File: src/rtl/urb_pkg.sv
// ----------------------------------------------------------------------------
// urb_pkg
// Shared types and constants for the UART receive ring buffer.
// ----------------------------------------------------------------------------
package urb_pkg;

  // Ring geometry: DEPTH entries, at most DEPTH-1 bytes held
  localparam int unsigned DEPTH = 512;
  localparam int unsigned IDX_W = $clog2(DEPTH);

  // Result field widths
  localparam int unsigned BYTE_W  = 8;
  localparam int unsigned FLAG_W  = 4;
  localparam int unsigned WORD_W  = 12;
  localparam int unsigned LEVEL_W = 9;
  localparam int unsigned CNT_W   = 32;

  // Flag pattern that still lets a byte into the ring
  localparam logic [FLAG_W-1:0] FLAG_OVERRUN_ONLY = 4'h8;

  // Command queue between front and back
  localparam int unsigned QUEUE_DEPTH = 2;
  localparam int unsigned QPTR_W      = $clog2(QUEUE_DEPTH);
  localparam int unsigned QCNT_W      = $clog2(QUEUE_DEPTH + 1);

  // Request codes on the input channel
  typedef enum logic [1:0] {
    MODE_PUSH  = 2'd0,
    MODE_POP   = 2'd1,
    MODE_FLUSH = 2'd2,
    MODE_NONE  = 2'd3
  } mode_t;

  // Classified operation handed to the back end
  typedef enum logic [1:0] {
    OP_PUSH,
    OP_POP,
    OP_FLUSH,
    OP_NOP
  } op_kind_t;

  typedef struct packed {
    op_kind_t            kind;
    logic                keep;    // push byte goes to the ring
    logic                err;     // push word carries an error flag
    logic [FLAG_W-1:0]   flags;
    logic [BYTE_W-1:0]   data;
  } urb_op_t;

  // Back end sequencer
  typedef enum logic {
    ST_ISSUE,
    ST_REPORT
  } back_state_t;

endpackage

File: src/rtl/urb_if.sv
// ----------------------------------------------------------------------------
// urb_if
// Request and response channels of the UART receive ring buffer.
// ----------------------------------------------------------------------------
interface urb_req_if;
  logic                            valid;
  logic                            ready;
  logic [1:0]                      mode;
  logic [urb_pkg::WORD_W-1:0]      uart_word;

  modport source (output valid, output mode, output uart_word, input ready);
  modport sink   (input valid, input mode, input uart_word, output ready);
endinterface


File: src/rtl/urb_front.sv
// ----------------------------------------------------------------------------
// urb_front
// Accepts requests, classifies them and queues them for the back end.
// ----------------------------------------------------------------------------
module urb_front (
  input  logic               clk,
  input  logic               rst,
  urb_req_if.sink            req,
  output urb_pkg::urb_op_t   op,
  output logic               op_valid,
  input  logic               op_ready
);

  urb_pkg::urb_op_t                q_mem [urb_pkg::QUEUE_DEPTH];
  logic [urb_pkg::QPTR_W-1:0]      wr_ptr;
  logic [urb_pkg::QPTR_W-1:0]      rd_ptr;
  logic [urb_pkg::QCNT_W-1:0]      count;
  logic [urb_pkg::QCNT_W-1:0]      count_next;
  urb_pkg::urb_op_t                cls;
  logic [urb_pkg::FLAG_W-1:0]      flags;
  logic                            push;
  logic                            pop;

  // Classify the incoming request
  always_comb begin
    flags     = req.uart_word[urb_pkg::WORD_W-1:urb_pkg::BYTE_W];
    cls.data  = req.uart_word[urb_pkg::BYTE_W-1:0];
    cls.flags = flags;
    cls.err   = 1'b0;
    cls.keep  = 1'b0;
    unique case (urb_pkg::mode_t'(req.mode))
      urb_pkg::MODE_PUSH: begin
        cls.kind = urb_pkg::OP_PUSH;
        cls.err  = (flags != '0);
        cls.keep = (flags == '0) || (flags == urb_pkg::FLAG_OVERRUN_ONLY);
      end
      urb_pkg::MODE_POP:   cls.kind = urb_pkg::OP_POP;
      urb_pkg::MODE_FLUSH: cls.kind = urb_pkg::OP_FLUSH;
      urb_pkg::MODE_NONE:  cls.kind = urb_pkg::OP_NOP;
    endcase
  end

  // Queue handshakes
  assign req.ready = (count != urb_pkg::QCNT_W'(urb_pkg::QUEUE_DEPTH));
  assign push      = req.valid && req.ready;
  assign op_valid  = (count != '0);
  assign pop       = op_valid && op_ready;
  assign op        = q_mem[rd_ptr];

  always_comb begin
    count_next = count;
    if (push && !pop) begin
      count_next = count + 1'b1;
    end else if (pop && !push) begin
      count_next = count - 1'b1;
    end
  end

  // Queue storage
  always_ff @(posedge clk) begin
    if (push) begin
      q_mem[wr_ptr] <= cls;
    end
  end

  // Queue pointers
  always_ff @(posedge clk) begin
    if (rst) begin
      wr_ptr <= '0;
      rd_ptr <= '0;
      count  <= '0;
    end else begin
      count <= count_next;
      if (push) begin
        wr_ptr <= (wr_ptr == urb_pkg::QPTR_W'(urb_pkg::QUEUE_DEPTH - 1)) ?
                  '0 : wr_ptr + 1'b1;
      end
      if (pop) begin
        rd_ptr <= (rd_ptr == urb_pkg::QPTR_W'(urb_pkg::QUEUE_DEPTH - 1)) ?
                  '0 : rd_ptr + 1'b1;
      end
    end
  end

endmodule

File: src/flat_wrapper.sv
// flat-port wrapper written by rule: the top's interface ports become plain ports
module urb_front_flat 
  (clk, rst, op, op_valid, op_ready, req_valid, req_mode, req_uart_word, req_ready);
  urb_req_if req_i ();
  input  logic clk;
  input  logic rst;
  output urb_pkg::urb_op_t op;
  output logic op_valid;
  input  logic op_ready;
  input wire logic [$bits(req_i.valid)-1:0] req_valid;
  input wire logic [$bits(req_i.mode)-1:0] req_mode;
  input wire logic [$bits(req_i.uart_word)-1:0] req_uart_word;
  output wire logic [$bits(req_i.ready)-1:0] req_ready;
  assign req_i.valid = req_valid;
  assign req_i.mode = req_mode;
  assign req_i.uart_word = req_uart_word;
  assign req_ready = req_i.ready;
  urb_front u_core (.clk(clk), .rst(rst), .req(req_i), .op(op), .op_valid(op_valid), .op_ready(op_ready));
endmodule
File: config.mk
export PLATFORM = sky130hd
export DESIGN_NAME = urb_front_flat
export DESIGN_NICKNAME = d
export VERILOG_FILES = /design/src/rtl/urb_pkg.sv /design/src/rtl/urb_if.sv /design/src/rtl/urb_front.sv /design/src/flat_wrapper.sv
export SDC_FILE = /design/constraint.sdc
export NUM_CORES = 1
export LEC_CHECK = 0
export BUFFER_PORTS_ARGS = -buffer_cell sky130_fd_sc_hd__buf_2
export CAP_MARGIN = 30
export CORE_ASPECT_RATIO = 1.1
export CORE_MARGIN = 8
export CORE_UTILIZATION = 46
export DETAILED_ROUTE_END_ITERATION = 6
export PLACE_DENSITY = 0.71
export RECOVER_POWER = 50
export SYNTH_ARGS = -nofsm -noshare
export SYNTH_HDL_FRONTEND = slang
export SYNTH_SLANG_ARGS = --single-unit
File: constraint.sdc
create_clock -name clk -period 1.52 [get_ports clk]
set_input_delay 0.152 -clock clk [delete_from_list [all_inputs] [get_ports clk]]
set_output_delay 0.152 -clock clk [all_outputs]
set_load 0.005 [all_outputs]
Yosys cells after proc, flatten, opt, wreduce, memory -nomap -nowiden:

Memories as Yosys holds them, arrays and structs flattened. A register that Yosys moved wholly into a read port is not among the register bits.
Index checks and enable logic that the tools add are counted.

* add/subtract/negate cells: 4
* equality and inequality tests: 5
* muxes and demuxes: 10
* reductions and logical operators: 12

Operators with widths (count)
* 2-bit case mux with 4 select lines: 1
* 1-bit 2-to-1 mux: 6
* 2-bit 2-to-1 mux: 3
* 2-bit == test (second input constant): 2
* 4-bit == test (second input constant): 1
* 1-bit logical AND: 4
* 4-bit logical NOT: 1
* 2-bit nonzero test: 2
* 4-bit nonzero test: 1
* 1-bit adder (second input constant): 2
* 2-bit by 1-bit adder with 2-bit output (second input constant): 1
* 2-bit by 1-bit == test with 1-bit output (second input constant): 1
* 1-bit logical NOT: 2
* 2-bit logical NOT: 1
* 2-bit inequality test (second input constant): 1
* 2-bit by 1-bit subtractor with 2-bit output (second input constant): 1
* 1-bit logical OR: 1

* register bits: 4
* RAM bits: 32
* bits of input ports: 18
* output and inout port bits: 18
* word-level logic and storage cells: 35
* memories: 1

Memories
* u_core.q_mem: depth 2, width 16, read ports 1, clocked after Yosys merged registers in 1, write ports 1, line urb_front.sv:14 `urb_pkg::urb_op_t q_mem [urb_pkg::QUEUE_DEPTH];`

Logic depth before layout (Yosys ltp):

* word-level depth: 6
* gate-level depth with buffers: 6
* gate-level depth less buffers: 6

Worst setup path before layout:

Ideal clock, no wire load.

* path kind: register to register
* start: register u_core.count[0] (netlist bit)
* end: register u_core.count[1] (netlist bit)
* setup time: 70 ps
* data arrival time: 1452 ps
* required time: 1450 ps
* setup slack: -2 ps
* stages on the path, launching flop included: 6
* buffers on the path: 0
* period minus slack after synthesis: 1522 ps
* cells stage by stage: dfxtp_1 > nand2b_1 > and2_1 > ha_1 > or3_1 > a21oi_1

* cells in the longest elaborated chain, start to end: 5
* elaborated cells on any way between the ends: 13
* those cells by class: 2 x add/sub; 1 x eq/ne; 2 x mux; 8 x reduce/logical

RTL lines
* from (decl): line urb_front.sv:17 `logic [urb_pkg::QCNT_W-1:0] count;`
* from (signal assigned): line urb_front.sv:73 `count <= count_next;`
* 2-bit inequality test *: line urb_front.sv:44 `assign req.ready = (count != urb_pkg::QCNT_W'(urb_pkg::QUEUE_DEPTH));`
* via req_ready: line flat_wrapper.sv:13 `output wire logic [$bits(req_i.ready)-1:0] req_ready;`
* 1-bit logical AND *: line urb_front.sv:45 `assign push = req.valid && req.ready;`
* via u_core.push: line urb_front.sv:21 `logic push;`
* 1-bit logical NOT: line urb_front.sv:54 `end else if (pop && !push) begin`
* 1-bit logical AND: line urb_front.sv:54
* 2-bit nonzero test (no line)

Mark *: on every way through the listed nets, which the timed path passes. The rest lies on a longest branch. The select of a mux whose other input is x is not followed.
A chain may end at the register's enable or synchronous reset.

Worst setup path after layout:

* start: register u_core.count[0] (netlist bit)
* end: register u_core.count[1] (netlist bit)

* cells in the longest elaborated chain, start to end: 5
* elaborated cells on any way between the ends: 13
* those cells by class: 2 x add/sub; 1 x eq/ne; 2 x mux; 8 x reduce/logical

RTL lines (line)
* 2-bit inequality test *: urb_front.sv:44
* 1-bit logical AND *: urb_front.sv:45
* via u_core.push: urb_front.sv:21
* 1-bit logical NOT: urb_front.sv:54
* 1-bit logical AND: urb_front.sv:54
* 2-bit nonzero test (no line)

Marked as above.

==> results.ini <==
[floorplan]
pin_count = 36
die_h_um = 73.9
die_w_um = 68.7
core_um2 = 2970
std_cell_rows = 21
start_util_pct = 47.3
die-area_um2 = 5080

[sta]
fin_skew_ns = 0.0125
period_needed_ns = 1.50
hold_viol_final = 0
setup_tns_ns = 0
setup-violations-final = 0
grt_setup_unrepaired = yes
slew_violations = 0
slew_headroom_pct = 85.3
tightest_slew_ns = 0.219
finalCritPeriodShare_pct = 98.8
fmax_mhz = 666

[drt]
drt_iter0_markers = 33
drt-total-wl_mm = 2.76
vias = 857
firstDrtPassIters = 4
drc = 0
vias_per_cell = 5.07
routedWlPerCell_um = 16.3
final_antenna_net_count = 0

[final_layout]
postLayoutCellArea_um2 = 1880
layout_commonest_cell = edfxtp_1
layout_common_cells = 32 x edfxtp_1, 25 x buf_2, 16 x mux2_2
nets = 153
num_antenna_cells = 0
synthToLayoutAreaGrowth_pct = 33.9
drive_above_1_share_pct = 48.9
stdcell_count = 169

[clocking]
cts.sinks = 37
htree_levels = 2
tritoncts = built
cts_root_buffer = clkbuf_4
cts_made_buffers = 5
clk_pin_slew_worst_paths_ns = 0.11
clk_path_buf_depth = 2
clock_latency_ns = 0.34

[grt]
gr-total-overflow = 0
grt_antenna_before_repair = 0
grtUsageTotal_pct = 10.9
grt_max_degree = 17
grt_pass1_vias = 872
grt_pass1_wl_mm = 3.84

[power]
cellPowerDensity_nw_per_um2 = 1520
peakVddDrop_uv = 1180
p_leak_nw = 0.710

[place]
place_area_um2 = 1670
dp_hpwl_mm = 1.83
finalWeightedCongestion = 0.688
place_inst = 150
port-buffer-count = 35

[run_status]
status = completed

[logic_synthesis]
synth_top_area_share_pct = 68.4
synth_top_area_cell = edfxtp_1
syn_area_um2 = 1400
ys_seq_area_share_pct = 75.6
ys_ff_latch = 37
synth_area_leaders = edfxtp_1 68%, mux2_2 13%, dfxtp_1 7.1%, xor2_1 1.9%, nor2_1 1.1%
synth_cells = 80
synthesis.nets = 99
ys.warnings.count = 0
syn_area_per_cell_um2 = 17.5
synth.distinct_cells = 20

[setup_path]
crit_slowest_cell = dfxtp_2
slowest_delay_ns = 0.35
crit_required_ns = 1.80
cp_top_family = simple AND/OR/NAND/NOR gates
cp_num_buf_inv = 0
cp_cell_sequence = nand2b_4 -> and2_4 -> ha_4 -> xor2_2 -> or3_1 -> a21oi_1
worstSetupStartpointType = flop
worstSetupPathType = flop to flop
end_kind = flop
crit_fanout = 3
arrival_ns = 1.78

[hold_path]
hp-class = input port to flop

[run]
cap_violations = 0

layer usage:
layer | share of wire (%) | vias to the layer above | GRT usage, %
li1 | - | 408 | -
met1 | 33 | 415 | 9.63
met2 | 58 | 26 | 19.1
met3 | 6.0 | 8 | 4.07
met4 | 2.8 | 0 | 8.20
met5 | 0 | - | 0
logic make-up (layout without fill, tap and decap cells):
| family | count (synthesis) | count (layout) | share of synthesized area, % |
|---|---|---|---|
| AOI/OAI and AO/OA | 6 | 6 | 2.67 |
| xor gates and xnor gates | 3 | 3 | 1.87 |
| adders and majority gates | 1 | 1 | 0.891 |
| buffers and inverters | 5 | 60 | 1.52 |
| DFF | 37 | 37 | 75.6 |
| muxes | 16 | 16 | 12.8 |
| and+or+nand+nor | 12 | 12 | 4.64 |
cell usage after synthesis (all sizes together):
cell type and instances:
o21ai 2, edfxtp 32, mux2 16, a21bo 1, and3 1, nor2 4
xor2 3, a21oi 2, nand2b 1, nand3b 1, ha 1, inv 1
buf 2, dfxtp 5, or2 1, clkbuf 2, and2 1, o21a 1
nor3 1, or3 2
registers in the layout, summed over array words and instances, names as in the netlist, named ones only:
name and count:
u_core.count 2, u_core.q_mem 32, u_core.rd_ptr 1, u_core.wr_ptr 1
final cells by class:
type	instances	area (um^2)
sequential	37	1060
fill	229	1090
clock inverter	1	5.00
timing repair buffer	51	343
inverter	1	3.75
tap	34	42.5
multi-input combinational	38	355
clock buffer	7	65.1
per-stage QoR:
step | util (%) | power [mW] | hold slack (ns) | setup WS [ns]
after floorplan | - | 1.81 | 0.221 | 0.0585
after global placement | 56.4 | 2.12 | 0.341 | 0.0673
after detailed placement | 56.4 | 2.17 | 0.348 | -0.00695
after CTS | 61.2 | 2.78 | 0.00261 | 0.0175
after global routing | 63.3 | 3.00 | 0.0215 | -0.0198
final | 63.3 | 2.85 | 0.0265 | 0.0184
where the power goes:
| group | total (mW) | internal, mW | switching [mW] |
|---|---|---|---|
| Clock | 0.568 | 0.268 | 0.300 |
| Sequential | 1.35 | 1.28 | 0.0657 |
| Combinational | 0.934 | 0.527 | 0.407 |
timing repair:
item,CTS,global route
hold buffers,6,3
hold endpoints to repair,12,6
gates cloned,0,0
pin swaps,0,4
setup endpoints to repair,17,16
gates resized for setup,6,6
buffers inserted,0,2
worst paths after layout:
path,cells past startpoint,end,slack (ns),start
setup / recovery,6,u_core.count[1]$_SDFFE_PP0P_,0.02,u_core.count[0]$_SDFFE_PP0P_
hold / removal,2,u_core.count[1]$_SDFFE_PP0P_,0.03,rst
setup reg to reg,6,u_core.count[1]$_SDFFE_PP0P_,0.02,u_core.count[0]$_SDFFE_PP0P_
hold reg to reg,2,flop,0.55,u_core.rd_ptr$_SDFFE_PP0P_
Note: power is estimated with default switching activity, not from simulation.
